**src/design/date_check_and_weekday_assert.svh**
```systemverilog
// Assertion macros shared by the date check and weekday design.
`ifndef DATE_CHECK_AND_WEEKDAY_ASSERT_SVH
`define DATE_CHECK_AND_WEEKDAY_ASSERT_SVH

// Same-cycle implication, sampled on the rising clock, off during reset.
`define DCW_ASSERT_NOW(label, ante, cons, msg) \
  label: assert property (@(posedge clk_i) disable iff (!rst_ni) (ante) |-> (cons)) \
    else $error(msg);

// Next-cycle implication, sampled on the rising clock, off during reset.
`define DCW_ASSERT_NEXT(label, ante, cons, msg) \
  label: assert property (@(posedge clk_i) disable iff (!rst_ni) (ante) |=> (cons)) \
    else $error(msg);

`endif

```
**src/design/dcw_pkg.sv**
```systemverilog
`timescale 1ns / 1ps
`default_nettype none

package dcw_pkg;

  localparam int unsigned YearW  = 14;
  localparam int unsigned MonthW = 4;
  localparam int unsigned DayW   = 5;
  localparam int unsigned CentW  = 8;
  localparam int unsigned RemW   = 7;
  localparam int unsigned SumW   = 11;
  localparam int unsigned WdayW  = 3;

  localparam logic [YearW-1:0]  FirstYear  = 14'd1582;
  localparam logic [YearW-1:0]  LastYear   = 14'd9999;
  localparam logic [MonthW-1:0] FirstMonth = 4'd10;
  localparam logic [DayW-1:0]   LastJulDay = 5'd14;
  localparam logic [MonthW-1:0] MarchMonth = 4'd3;

  // x / 100 == (x * 5243) >> 19 for every 14-bit x
  localparam logic [12:0]       Recip100   = 13'd5243;
  localparam int unsigned       RecipShift = 19;
  localparam logic [YearW-1:0]  Century    = 14'd100;
  localparam logic [RemW-1:0]   LastYy     = 7'd99;

  typedef struct packed {
    logic [YearW-1:0]  year;
    logic [MonthW-1:0] month;
    logic [DayW-1:0]   day;
  } date_t;

  typedef struct packed {
    logic [YearW-1:0]  year;
    logic [MonthW-1:0] month;
    logic [DayW-1:0]   day;
    logic [CentW-1:0]  cent;
    logic              in_range;
  } div_t;

  typedef struct packed {
    logic              ok;
    logic [DayW-1:0]   day;
    logic [4:0]        moff;
    logic [CentW-1:0]  cc;
    logic [RemW-1:0]   yy;
  } chk_t;

  typedef struct packed {
    logic              ok;
    logic [SumW-1:0]   sum;
  } sum_t;

  typedef struct packed {
    logic              ok;
    logic [WdayW-1:0]  wday;
  } res_t;

  function automatic logic [DayW-1:0] month_len(input logic [MonthW-1:0] month,
                                                input logic leap);
    logic [DayW-1:0] len;
    case (month)
      4'd1, 4'd3, 4'd5, 4'd7, 4'd8, 4'd10, 4'd12: len = 5'd31;
      4'd4, 4'd6, 4'd9, 4'd11:                     len = 5'd30;
      4'd2:                                        len = leap ? 5'd29 : 5'd28;
      default:                                     len = 5'd0;
    endcase
    return len;
  endfunction

  // (13 * m - 1) / 5 with March as shifted month 1
  function automatic logic [4:0] month_offset(input logic [MonthW-1:0] month);
    logic [4:0] off;
    case (month)
      4'd1:    off = 5'd28;
      4'd2:    off = 5'd31;
      4'd3:    off = 5'd2;
      4'd4:    off = 5'd5;
      4'd5:    off = 5'd7;
      4'd6:    off = 5'd10;
      4'd7:    off = 5'd12;
      4'd8:    off = 5'd15;
      4'd9:    off = 5'd18;
      4'd10:   off = 5'd20;
      4'd11:   off = 5'd23;
      4'd12:   off = 5'd25;
      default: off = 5'd0;
    endcase
    return off;
  endfunction

  // Fold by 64 == 1 and 8 == 1 (mod 7), then one conditional subtract.
  function automatic logic [WdayW-1:0] mod7(input logic [SumW-1:0] s);
    logic [6:0] t1;
    logic [4:0] t2;
    logic [3:0] t3;
    logic [3:0] t4;
    t1 = 7'(s[10:6]) + 7'(s[5:0]);
    t2 = 5'(t1[6:3]) + 5'(t1[2:0]);
    t3 = 4'(t2[4:3]) + 4'(t2[2:0]);
    t4 = (t3 >= 4'd7) ? t3 - 4'd7 : t3;
    return t4[2:0];
  endfunction

endpackage

`default_nettype wire

```
**src/design/dcw_div.sv**
```systemverilog
`timescale 1ns / 1ps
`default_nettype none

// Stage 1: split off the century by reciprocal multiply, check the Gregorian date range.
module dcw_div import dcw_pkg::*; (
  input  logic  clk_i,
  input  logic  rst_ni,
  input  logic  valid_i,
  output logic  ready_o,
  input  date_t data_i,
  output logic  valid_o,
  input  logic  ready_i,
  output div_t  data_o
);

  logic        valid_q;
  div_t        data_d, data_q;
  logic [26:0] prod;

  assign ready_o = !valid_q || ready_i;

  always_comb begin
    prod             = 27'(data_i.year) * 27'(Recip100);
    data_d.year      = data_i.year;
    data_d.month     = data_i.month;
    data_d.day       = data_i.day;
    data_d.cent      = prod[RecipShift +: CentW];
    data_d.in_range  = (data_i.year > FirstYear && data_i.year <= LastYear) ||
                       (data_i.year == FirstYear &&
                        (data_i.month > FirstMonth ||
                         (data_i.month == FirstMonth && data_i.day > LastJulDay)));
  end

  always_ff @(posedge clk_i or negedge rst_ni) begin
    if (!rst_ni) begin
      valid_q <= 1'b0;
    end else if (ready_o) begin
      valid_q <= valid_i;
    end
  end

  always_ff @(posedge clk_i) begin
    if (ready_o && valid_i) begin
      data_q <= data_d;
    end
  end

  assign valid_o = valid_q;
  assign data_o  = data_q;

endmodule

`default_nettype wire

```
**src/design/dcw_check.sv**
```systemverilog
`timescale 1ns / 1ps
`default_nettype none

// Stage 2: leap year, month length, date check, shift Jan/Feb to prior year.
module dcw_check import dcw_pkg::*; (
  input  logic clk_i,
  input  logic rst_ni,
  input  logic valid_i,
  output logic ready_o,
  input  div_t data_i,
  output logic valid_o,
  input  logic ready_i,
  output chk_t data_o
);

  logic             valid_q;
  chk_t             data_d, data_q;
  logic [YearW-1:0] rem_full;
  logic [RemW-1:0]  rem;
  logic             leap;

  assign ready_o = !valid_q || ready_i;

  always_comb begin
    rem_full = data_i.year - YearW'(data_i.cent) * Century;
    rem      = rem_full[RemW-1:0];
    leap     = (data_i.year[1:0] == 2'd0) && (rem != '0 || data_i.cent[1:0] == 2'd0);

    data_d.ok   = data_i.in_range && data_i.day != '0 &&
                  data_i.day <= month_len(data_i.month, leap);
    data_d.day  = data_i.day;
    data_d.moff = month_offset(data_i.month);
    if (data_i.month < MarchMonth) begin
      if (rem == '0) begin
        data_d.cc = data_i.cent - 8'd1;
        data_d.yy = LastYy;
      end else begin
        data_d.cc = data_i.cent;
        data_d.yy = rem - 7'd1;
      end
    end else begin
      data_d.cc = data_i.cent;
      data_d.yy = rem;
    end
  end

  always_ff @(posedge clk_i or negedge rst_ni) begin
    if (!rst_ni) begin
      valid_q <= 1'b0;
    end else if (ready_o) begin
      valid_q <= valid_i;
    end
  end

  always_ff @(posedge clk_i) begin
    if (ready_o && valid_i) begin
      data_q <= data_d;
    end
  end

  assign valid_o = valid_q;
  assign data_o  = data_q;

endmodule

`default_nettype wire

```
**src/design/dcw_sum.sv**
```systemverilog
`timescale 1ns / 1ps
`default_nettype none

// Stage 3: Gauss sum; 5*c stands in for -2*c modulo 7.
module dcw_sum import dcw_pkg::*; (
  input  logic clk_i,
  input  logic rst_ni,
  input  logic valid_i,
  output logic ready_o,
  input  chk_t data_i,
  output logic valid_o,
  input  logic ready_i,
  output sum_t data_o
);

  logic valid_q;
  sum_t data_d, data_q;

  assign ready_o = !valid_q || ready_i;

  always_comb begin
    data_d.ok  = data_i.ok;
    data_d.sum = SumW'(data_i.day) + SumW'(data_i.moff) + SumW'(data_i.yy) +
                 SumW'(data_i.yy >> 2) + SumW'(data_i.cc >> 2) +
                 SumW'(data_i.cc) * SumW'(5);
  end

  always_ff @(posedge clk_i or negedge rst_ni) begin
    if (!rst_ni) begin
      valid_q <= 1'b0;
    end else if (ready_o) begin
      valid_q <= valid_i;
    end
  end

  always_ff @(posedge clk_i) begin
    if (ready_o && valid_i) begin
      data_q <= data_d;
    end
  end

  assign valid_o = valid_q;
  assign data_o  = data_q;

endmodule

`default_nettype wire

```
**src/design/dcw_mod.sv**
```systemverilog
`timescale 1ns / 1ps
`default_nettype none

// Stage 4: reduce modulo 7 into the output register, zero for a bad date.
module dcw_mod import dcw_pkg::*; (
  input  logic clk_i,
  input  logic rst_ni,
  input  logic valid_i,
  output logic ready_o,
  input  sum_t data_i,
  output logic valid_o,
  input  logic ready_i,
  output res_t data_o
);

  logic valid_q;
  res_t data_d, data_q;

  assign ready_o = !valid_q || ready_i;

  always_comb begin
    data_d.ok   = data_i.ok;
    data_d.wday = data_i.ok ? mod7(data_i.sum) : '0;
  end

  always_ff @(posedge clk_i or negedge rst_ni) begin
    if (!rst_ni) begin
      valid_q <= 1'b0;
    end else if (ready_o) begin
      valid_q <= valid_i;
    end
  end

  always_ff @(posedge clk_i) begin
    if (ready_o && valid_i) begin
      data_q <= data_d;
    end
  end

  assign valid_o = valid_q;
  assign data_o  = data_q;

endmodule

`default_nettype wire

```
**src/design/date_check_and_weekday.sv**
```systemverilog
// An accepted item passes the div, check, sum and mod registers to the master side.
// One item per cycle unless the output stalls; four register stages, each with its own valid.
// A stage advances when it is empty or the stage after it advances, so bubbles
// fill up and a held output stalls only the stages behind full ones.
// Reset (rst_ni low, asynchronous) clears all stage valid bits; no items pend.
`timescale 1ns / 1ps
`default_nettype none

`include "date_check_and_weekday_assert.svh"

module date_check_and_weekday import dcw_pkg::*; (
  input  logic        clk_i,
  input  logic        rst_ni,
  // input items
  input  logic        s_axis_tvalid_i,
  output logic        s_axis_tready_o,
  input  logic [23:0] s_axis_tdata_i,   // [13:0] year, [17:14] month, [22:18] day, [23] zero
  // result items
  output logic        m_axis_tvalid_o,
  input  logic        m_axis_tready_i,
  output logic [7:0]  m_axis_tdata_o,   // [2:0] weekday, [7:3] zero
  output logic        m_axis_tuser_o    // [0] valid_res
);

  date_t in_date;
  div_t  div_data;
  chk_t  chk_data;
  sum_t  sum_data;
  res_t  res_data;

  logic div_valid, div_ready;
  logic chk_valid, chk_ready;
  logic sum_valid, sum_ready;

  // Unpack the input item, lowest field first.
  assign in_date.year  = s_axis_tdata_i[13:0];
  assign in_date.month = s_axis_tdata_i[17:14];
  assign in_date.day   = s_axis_tdata_i[22:18];

  // Stage 1: century by reciprocal multiply, Gregorian range check.
  dcw_div u_div (
    .clk_i   (clk_i),
    .rst_ni  (rst_ni),
    .valid_i (s_axis_tvalid_i),
    .ready_o (s_axis_tready_o),
    .data_i  (in_date),
    .valid_o (div_valid),
    .ready_i (div_ready),
    .data_o  (div_data)
  );

  // Stage 2: leap year, month length, shifted-year century and year.
  dcw_check u_check (
    .clk_i   (clk_i),
    .rst_ni  (rst_ni),
    .valid_i (div_valid),
    .ready_o (div_ready),
    .data_i  (div_data),
    .valid_o (chk_valid),
    .ready_i (chk_ready),
    .data_o  (chk_data)
  );

  // Stage 3: Gauss weekday sum.
  dcw_sum u_sum (
    .clk_i   (clk_i),
    .rst_ni  (rst_ni),
    .valid_i (chk_valid),
    .ready_o (chk_ready),
    .data_i  (chk_data),
    .valid_o (sum_valid),
    .ready_i (sum_ready),
    .data_o  (sum_data)
  );

  // Stage 4: modulo 7, doubles as the output register.
  dcw_mod u_mod (
    .clk_i   (clk_i),
    .rst_ni  (rst_ni),
    .valid_i (sum_valid),
    .ready_o (sum_ready),
    .data_i  (sum_data),
    .valid_o (m_axis_tvalid_o),
    .ready_i (m_axis_tready_i),
    .data_o  (res_data)
  );

  assign m_axis_tdata_o = {5'd0, res_data.wday};
  assign m_axis_tuser_o = res_data.ok;

  // A refused input means every stage holds an item.
  `DCW_ASSERT_NOW(a_full_on_stall, !s_axis_tready_o,
                  div_valid && chk_valid && sum_valid && m_axis_tvalid_o,
                  "input refused while a stage is empty")

  // A bad date carries weekday zero.
  `DCW_ASSERT_NOW(a_bad_date_zero, m_axis_tvalid_o && !m_axis_tuser_o,
                  m_axis_tdata_o == 8'd0, "nonzero weekday on an invalid date")

  // The weekday never reaches seven and the padding stays zero.
  `DCW_ASSERT_NOW(a_wday_range, m_axis_tvalid_o,
                  m_axis_tdata_o[2:0] != 3'd7 && m_axis_tdata_o[7:3] == 5'd0,
                  "weekday out of range")

  // An item in stage 3 moves into an empty output register.
  `DCW_ASSERT_NEXT(a_drain, sum_valid && !m_axis_tvalid_o, m_axis_tvalid_o,
                   "stage 3 item not moved to the output")

endmodule

`default_nettype wire

```
**config.mk**
```make
export PLATFORM = sky130hd
export DESIGN_NAME = date_check_and_weekday
export DESIGN_NICKNAME = d
export VERILOG_FILES = /design/src/design/dcw_pkg.sv /design/src/design/dcw_div.sv /design/src/design/dcw_check.sv /design/src/design/dcw_sum.sv /design/src/design/dcw_mod.sv /design/src/design/date_check_and_weekday.sv
export VERILOG_INCLUDE_DIRS = /design/src /design/src/design
export SDC_FILE = /design/constraint.sdc
export NUM_CORES = 1
export LEC_CHECK = 0
export ABC_CLOCK_PERIOD_IN_PS = 5300
export BUFFER_PORTS_ARGS = -buffer_cell sky130_fd_sc_hd__buf_2
export CELL_PAD_IN_SITES_DETAIL_PLACEMENT = 1
export CELL_PAD_IN_SITES_GLOBAL_PLACEMENT = 1
export CORE_UTILIZATION = 52
export CTS_CLUSTER_SIZE = 28
export DETAILED_ROUTE_END_ITERATION = 8
export PLACE_DENSITY_LB_ADDON = 0.25
export SLEW_MARGIN = 20
export SYNTH_ARGS = -nofsm -noshare
export SYNTH_HDL_FRONTEND = slang
export SYNTH_HIERARCHICAL = 1
export SYNTH_SLANG_ARGS = --single-unit
export TNS_END_PERCENT = 100
```
**constraint.sdc**
```tcl
create_clock -name clk_i -period 5.3 [get_ports clk_i]
set_input_delay 1.06 -clock clk_i [delete_from_list [all_inputs] [get_ports clk_i]]
set_output_delay 1.06 -clock clk_i [all_outputs]
set_load 0.02 [all_outputs]
```
==> results.json, run 1 <==
{
  "vias_per_cell": 5.44,
  "grtUsageMet2_pct": 53.3,
  "fmax_mhz": 195,
  "grt_usage_pct": 25.9,
  "firstDrtPassIters": 4,
  "nNetsFinal": 1174,
  "synth_area_um2": 8680,
  "cp_cell_sequence": "buf_2 -> fa_1 -> ha_1 -> inv_1 -> fa_1 -> inv_1 -> fa_1 -> inv_1 -> fa_1 -> inv_1 -> ha_4 -> and4_4 -> and2_4 -> nand4_4 -> a31oi_4 -> a31oi_1 -> xnor2_1",
  "root_buffer": "clkbuf_16",
  "status": "finished, final reports clean",
  "vias": 6029,
  "rows": 46,
  "hold_ws_ns": 0.446,
  "dieArea_um2": 17200,
  "yosys_warnings": 6,
  "grt_pass1_wl_um": 34600,
  "netlist_instances": 805,
  "antenna_found_initial": 0,
  "finalWeightedCongestion": 0.893,
  "post-route-period-util_pct": 96.9,
  "grt_max_degree": 27,
  "crit_path_end_kind": "flip-flop",
  "dieWidth_um": 131,
  "worstPathMaxFanout": 8,
  "crit_required_ns": 5.38,
  "drc": 0,
  "critPathMaxStageDelay_ns": 0.53,
  "grt_busiest_layer": "met2",
  "syn_area_per_cell_um2": 10.8,
  "skew_ns": 0.00710,
  "area_delta_synth_final_pct": 13.3,
  "drt-initial-drc-count": 151,
  "clock-sinks": 71,
  "maxSlewHeadroom_pct": 55.2,
  "grt-ovfl-total": 0,
  "num-fill-cells": 1762,
  "cts_buffers": 9,
  "path_class": "input port to flip-flop",
  "clock_path_buffers": 2,
  "port_buffers": 32,
  "period_needed_ns": 5.14,
  "io-pin-count": 39,
  "holdBufCountCts": 0,
  "hpwl_um": 18000,
  "start_util_pct": 53.9,
  "dpl-instance-area_um2": 9390,
  "fin_area_um2": 9840,
  "cts_tree": "yes",
  "maxCapViolations": 0,
  "cts_max_level": 3,
  "globalRouteMet1Util_pct": 25.3,
  "arrival_ns": 5.21,
  "grt_pass1_vias": 7114,
  "wirelength_um": 21300,
  "core_area_um2": 16100,
  "insertion_delay_ns": 0.33,
  "critPathLaunchType": "input port",
  "clkTransAtPathRegs_ns": 0.06,
  "hold_path_class": "flip-flop to flip-flop",
  "grt_util_met3_pct": 3.01,
  "diodes": 0,
  "rrSetupSlack_ns": 0.64,
  "cpMaxStageDelayCell": "fa_1",
  "tightest_slew_ns": 0.669,
  "die-height_um": 131,
  "ant_nets": 0,
  "layout-drive-gt1-share_pct": 14.6,
  "setup_violations": 0,
  "slew_viol_final": 0,
  "finalHoldViolations": 0,
  "fin_tns_setup_ns": 0,
  "wire_per_inst_um": 19.2
}
==> what timing repair did <==
action | 4_1_cts | 5_1_grt
resized for setup | 0 | 15
buffers inserted | 0 | 2
pin swaps | 1 | 15
endpoints found under the setup margin | 1 | 7
==> final cells by class <==
class / count / area [um2] / share of cell area (%)
clock buffers: 11 / 243 / 2.47
clock inverters: 5 / 105 / 1.07
inverters: 194 / 728 / 7.40
multi-input cells: 536 / 5890 / 59.8
flip-flops and latches: 71 / 2110 / 21.5
well taps: 216 / 270 / 2.75
repair buffers: 76 / 493 / 5.01
==> per-stage QoR <==
step	util, %	setup slack [ns]	std cells
6_report	61.1	0.164	1109
5_1_grt	61.1	-0.00822	1109
2_1_floorplan	-	0.222	809
3_3_place_gp	58.2	-0.195	1091
3_5_place_dp	58.2	-0.343	1091
4_1_cts	60.4	0.0128	1107
==> sequential cells by signal (all words and copies together) (netlist names) <==
register,flops
u_check/data_o,26
u_mod/valid_o,1
u_sum/valid_o,1
u_sum/data_o,12
u_check/valid_o,1
u_div/data_o,25
u_div/valid_o,1
u_mod/data_o,4
==> routing by layer <==
metal / vias up / routed length [um]
li1: 2826 / -
met1: 3064 / 7510
met2: 94 / 12600
met3: 45 / 389
met4: 0 / 765
met5: - / 0
==> placed cells by master (no fill, tap or decap), types with 5 or more instances in the layout <==
master and instances:
a21o_1 11, a21oi_1 27, a31oi_1 5, and2_1 5, buf_2 31, buf_4 45, clkbuf_16 9, conb_1 5
edfxtp_1 67, fa_1 93, ha_1 161, inv_1 194, nand2_1 22, nand2b_1 11, nand3_1 13, nand4_1 8
nor2_1 28, nor2b_1 11, nor3_1 6, o21ai_0 17, xnor2_1 23, xor2_1 7
==> worst paths after layout <==
kind / endpoint / cells after the start / startpoint
max reg2reg: u_mod/data_o[0] / 18 / u_sum/data_o[6]
min in group asynchronous: u_div/valid_o / 1 / rst_ni
min reg2reg: u_sum/data_o[11] / 0 / u_check/data_o[25]
min: u_sum/data_o[11] / 0 / u_check/data_o[25]
max in group asynchronous: u_sum/valid_o / 1 / rst_ni
max: u_div/data_o[5] / 17 / s_axis_tdata_i[12]
==> critical path: cells and delay by family <==
kind                     cells  cell delay (ns)
AO/OA/AOI/OAI                2             0.46
buffers and inverters        5             0.37
AND/OR/NAND/NOR              3             0.54
adder cells (fa/ha/maj)      6             2.62
XOR/XNOR                     1             0.15
Power of run 1 is not shown: default switching activity piles up to over one toggle a cycle in this logic, so the estimate is an artifact.
==> inputs of run 2 (changes only) <==
--- a/config.mk
+++ b/config.mk
@@ -10,10 +10,11 @@
 export BUFFER_PORTS_ARGS = -buffer_cell sky130_fd_sc_hd__buf_2
 export CELL_PAD_IN_SITES_DETAIL_PLACEMENT = 1
 export CELL_PAD_IN_SITES_GLOBAL_PLACEMENT = 1
+export CORE_MARGIN = 10
 export CORE_UTILIZATION = 52
 export CTS_CLUSTER_SIZE = 28
 export DETAILED_ROUTE_END_ITERATION = 8
-export PLACE_DENSITY_LB_ADDON = 0.25
+export PLACE_DENSITY_LB_ADDON = 0.1
 export SLEW_MARGIN = 20
 export SYNTH_ARGS = -nofsm -noshare
 export SYNTH_HDL_FRONTEND = slang
==> run 2 against run 1 <==
Effect of this change: cell count is 0.54% higher; non-clock buffer count is 2 higher; setup slack better by 0.0099 ns; hold slack lost 0.025 ns; utilization is 1.5 points lower; die area is 29% higher; largest cell class unchanged.
==> results.json, run 2 (same netlist as run 1, synthesis figures left out) <==
{
  "fin_ws_ns": 0.174,
  "holdBufCountCts": 0,
  "cp_cell_sequence": "clkbuf_4 -> fa_1 -> ha_1 -> inv_1 -> fa_1 -> inv_1 -> fa_1 -> inv_1 -> fa_1 -> inv_1 -> ha_4 -> and4_4 -> and2_4 -> nand4_4 -> a31oi_4 -> a31oi_2 -> xnor2_1",
  "critPathLaunchType": "input port",
  "port_buffers": 32,
  "core_area_um2": 16500,
  "wirelength_um": 19200,
  "arrival_ns": 5.20,
  "clock-sinks": 71,
  "hold_path_class": "flip-flop to flip-flop",
  "dp_cells": 1098,
  "status": "finished, final reports clean",
  "layout_commonest_cell": "inv_1",
  "dieWidth_um": 149,
  "finalHoldViolations": 0,
  "crit_path_end_kind": "flip-flop",
  "cts_tree": "yes",
  "critPathMaxStageDelay_ns": 0.54,
  "layout-drive-gt1-share_pct": 14.5,
  "drt-initial-drc-count": 116,
  "worstPathMaxFanout": 8,
  "path_class": "input port to flip-flop",
  "crit_family": "adder cells",
  "wire_per_inst_um": 17.2,
  "fin_tns_setup_ns": 0,
  "cts_max_level": 3,
  "period_needed_ns": 5.13,
  "fmax_mhz": 195,
  "grt_max_degree": 27,
  "io-pin-count": 39,
  "cpMaxStageDelayCell": "fa_1",
  "vias": 5838,
  "drc": 0,
  "finalWeightedCongestion": 0.876,
  "die-height_um": 149,
  "start_util_pct": 52.7,
  "path_buf_inv": 5,
  "firstDrtPassIters": 4,
  "grt_pass1_vias": 6792,
  "antenna_found_initial": 0,
  "post-place-ws_ns": -0.325,
  "root_buffer": "clkbuf_16",
  "maxSlewHeadroom_pct": 51.7,
  "rows": 47,
  "crit_required_ns": 5.37,
  "hold_ws_ns": 0.421,
  "area_delta_synth_final_pct": 12.9,
  "largest_reg_flops": 26,
  "post-route-period-util_pct": 96.7,
  "cts_buffers": 9,
  "diodes": 0,
  "layout_common_cells": "inv_1, ha_1, fa_1, edfxtp_1, buf_4",
  "grt-ovfl-total": 0,
  "clkTransAtPathRegs_ns": 0.06,
  "skew_ns": 0.0112,
  "grt_pass1_wl_um": 32700,
  "clock_path_buffers": 2,
  "dieArea_um2": 22300,
  "ant_nets": 0,
  "fin_cells": 1115,
  "insertion_delay_ns": 0.33,
  "nNetsFinal": 1176,
  "grt_usage_pct": 18.1,
  "hpwl_um": 16900,
  "maxCapViolations": 0,
  "slew_viol_final": 0,
  "num-fill-cells": 1789,
  "setup_violations": 0,
  "tightest_slew_ns": 0.722,
  "vias_per_cell": 5.24
}
## run 2: changes by cell type in the layout (fill, tap and decap cells not counted), sizes merged
| cell | change |
|---|---|
| bufinv | -1 |
| clkinv | +3 |
| clkinvlp | -2 |
| clkbuf | +2 |
## run 2: worst reg2reg max path, cell delays in order, from the launching register on
cell	delay (ns)
edfxtp_1	0.39
ha_1	0.24
fa_1	0.42
a21oi_1	0.19
o21ai_0	0.12
xor2_1	0.27
ha_1	0.30
a21o_1	0.15
a21oi_1	0.17
xnor2_1	0.14
ha_1	0.21
inv_1	0.06
fa_1	0.50
inv_1	0.05
ha_1	0.29
a221oi_1	0.31
mux2i_1	0.12
xor2_1	0.15
and2_1	0.15
## run 2: final timing paths
path | from | endpoint | slack (ns) | cells past startpoint
max | s_axis_tdata_i[11] | u_div/data_o[5] | 0.17 | 17
min | u_check/data_o[25] | u_sum/data_o[11] | 0.42 | 0
max reg2reg | u_sum/data_o[0] | u_mod/data_o[0] | 0.82 | 18
min reg2reg | u_check/data_o[25] | u_sum/data_o[11] | 0.42 | 0
max in group asynchronous | rst_ni | u_div/valid_o | 4.65 | 1
min in group asynchronous | rst_ni | u_mod/valid_o | 0.53 | 1
## run 2: area by class of cell
cell class | count | area (um2) | share of cell area [%]
Tap cell | 220 | 275 | 2.81
Timing Repair Buffer | 78 | 510 | 5.21
Clock buffer | 11 | 233 | 2.37
Multi-Input combinational cell | 536 | 5860 | 59.8
Inverter | 194 | 728 | 7.43
Clock inverter | 5 | 82.6 | 0.842
Sequential cell | 71 | 2110 | 21.5
## run 2: timing repair
action                                  4_1_cts  5_1_grt
setup buffers                                 0        1
endpoints found under the setup margin        0        5
gates resized for setup                       0       12
## run 2: layer usage
layer	share of wire, %	vias up	track usage (%)
met5	0	-	0
met4	1.9	0	5.10
met3	1.5	22	1.79
met2	59	52	36.5
met1	38	2936	19.1
li1	-	2828	-
## run 2: stage by stage
stage	instance area [um2]	util (%)
after global placement	9410	57.2
after CTS	9730	59.1
after detailed placement	9410	57.2
after global routing	9800	59.5
final	9800	59.5
after floorplan	8700	-
Power of run 2 is left out for the same reason.
==> inputs of run 3 (changes only) <==
--- a/config.mk
+++ b/config.mk
@@ -6,12 +6,14 @@
 export SDC_FILE = /design/constraint.sdc
 export NUM_CORES = 1
 export LEC_CHECK = 0
+export ABC_AREA = 1
 export ABC_CLOCK_PERIOD_IN_PS = 5300
 export BUFFER_PORTS_ARGS = -buffer_cell sky130_fd_sc_hd__buf_2
 export CELL_PAD_IN_SITES_DETAIL_PLACEMENT = 1
 export CELL_PAD_IN_SITES_GLOBAL_PLACEMENT = 1
 export CORE_MARGIN = 10
-export CORE_UTILIZATION = 52
+export CORE_UTILIZATION = 51
+export CTS_BUF_LIST = sky130_fd_sc_hd__clkbuf_4 sky130_fd_sc_hd__clkbuf_8
 export CTS_CLUSTER_SIZE = 28
 export DETAILED_ROUTE_END_ITERATION = 8
 export PLACE_DENSITY_LB_ADDON = 0.1
==> run 3 against run 2 <==
Effect of this change: maximum frequency grew 3.7%; wire length grew 13%; utilization down 3.3 points; design area up 2.7%; die area increased by 7.6%; critical path depth increased by 2.
==> results.json, run 3 <==
{
  "cts_tree": "yes",
  "post-cts-setup-buffers": 0,
  "hpwl_um": 19400,
  "slew_viol_final": 0,
  "fin_tns_setup_ns": 0,
  "wirelength_um": 21700,
  "holdBufCountCts": 0,
  "critPathMaxStageDelay_ns": 0.53,
  "clkTransAtPathRegs_ns": 0.09,
  "io-pin-count": 39,
  "area_delta_synth_final_pct": 8.70,
  "cts_buffers": 9,
  "arrival_ns": 5.04,
  "die-height_um": 155,
  "layout_commonest_cell": "inv_1",
  "nNetsFinal": 1391,
  "path_class": "input port to flip-flop",
  "num-fill-cells": 2142,
  "synth_area_um2": 9260,
  "port_buffers": 32,
  "grt_usage_pct": 19.2,
  "layout-drive-gt1-share_pct": 9.55,
  "grt-ovfl-total": 0,
  "wire_per_inst_um": 16.2,
  "cts_max_level": 3,
  "dieArea_um2": 23900,
  "grt_max_degree": 27,
  "cpMaxStageDelayCell": "fa_1",
  "drc": 0,
  "insertion_delay_ns": 0.35,
  "layout_common_cells": "inv_1, nand2_1, ha_1, fa_1, edfxtp_1",
  "multi_input_area_um2": 6090,
  "grt_pass1_vias": 7784,
  "root_buffer": "clkbuf_8",
  "hold_start": "u_check/data_o[25]",
  "skew_ns": 0.0120,
  "drt-initial-drc-count": 163,
  "diodes": 0,
  "netlist_instances": 1043,
  "crit_family": "adder cells",
  "rows": 49,
  "hold_path_class": "flip-flop to flip-flop",
  "clock-sinks": 71,
  "firstDrtPassIters": 4,
  "ant_nets": 0,
  "finalHoldViolations": 0,
  "path_buf_inv": 5,
  "finalWeightedCongestion": 0.840,
  "status": "finished, final reports clean",
  "maxCapViolations": 0,
  "maxSlewHeadroom_pct": 55.8,
  "cts_resized": 0,
  "start_util_pct": 51.7,
  "critPathLaunchType": "input port",
  "yosys_warnings": 6,
  "crit_path_end_kind": "flip-flop",
  "core_area_um2": 17900,
  "vias": 6798,
  "clock_path_buffers": 2,
  "syn_area_per_cell_um2": 8.88,
  "crit_required_ns": 5.40,
  "cp_cell_sequence": "buf_2 -> inv_1 -> fa_1 -> inv_1 -> ha_1 -> fa_1 -> fa_1 -> inv_1 -> fa_1 -> inv_1 -> ha_1 -> a21oi_1 -> nor2_1 -> nor2_1 -> nor2_1 -> a21oi_1 -> nand3_1 -> nand2_1 -> nand2_1",
  "rsz0062_at_grt": "false",
  "setup_violations": 0,
  "post-route-period-util_pct": 93.2,
  "fmax_mhz": 202,
  "vias_per_cell": 5.08,
  "dieWidth_um": 155,
  "tightest_slew_ns": 0.663,
  "largest_reg_flops": 26,
  "grt_pass1_wl_um": 37300,
  "critPathLaunch": "s_axis_tdata_i[7]",
  "worstPathMaxFanout": 6,
  "antenna_found_initial": 0,
  "seq_area_um2": 2110,
  "period_needed_ns": 4.94,
  "r2r_start": "u_check/data_o[5]"
}
run 3: routing by layer:
layer,GRT usage (%),routed length (um)
met1,19.2,8050
met2,39.8,12700
met3,1.75,384
met4,6.07,576
met5,0,0
run 3: cell type report:
type | instances | area share (%)
Clock buffer | 10 | 1.31
Inverter | 275 | 10.3
Tap cell | 229 | 2.85
Sequential cell | 71 | 21.0
Timing Repair Buffer | 53 | 3.16
Clock inverter | 6 | 0.920
Multi-Input combinational cell | 695 | 60.5
run 3: final timing paths:
check | depth (start not counted) | end | slack (ns)
max | 19 | u_div/data_o[5] | 0.36
min | 0 | u_sum/data_o[11] | 0.42
max reg2reg | 15 | u_sum/data_o[10] | 1.41
min reg2reg | 0 | u_sum/data_o[11] | 0.42
max in group asynchronous | 1 | u_check/valid_o | 4.68
min in group asynchronous | 1 | u_mod/valid_o | 0.50
run 3: through the flow:
stage               cells  hold WS [ns]  instance area, um2  worst slack (ns)  utilization, %
global placement     1323         0.405                9840            0.0894            55.0
floorplan            1047         0.400                9280             0.533               -
finish               1339         0.425               10100             0.359            56.2
CTS                  1339         0.427               10100             0.390            56.2
detailed placement   1323         0.405                9840            0.0212            55.0
global route         1339         0.439               10100             0.131            56.2
Power of run 3 is left out for the same reason.
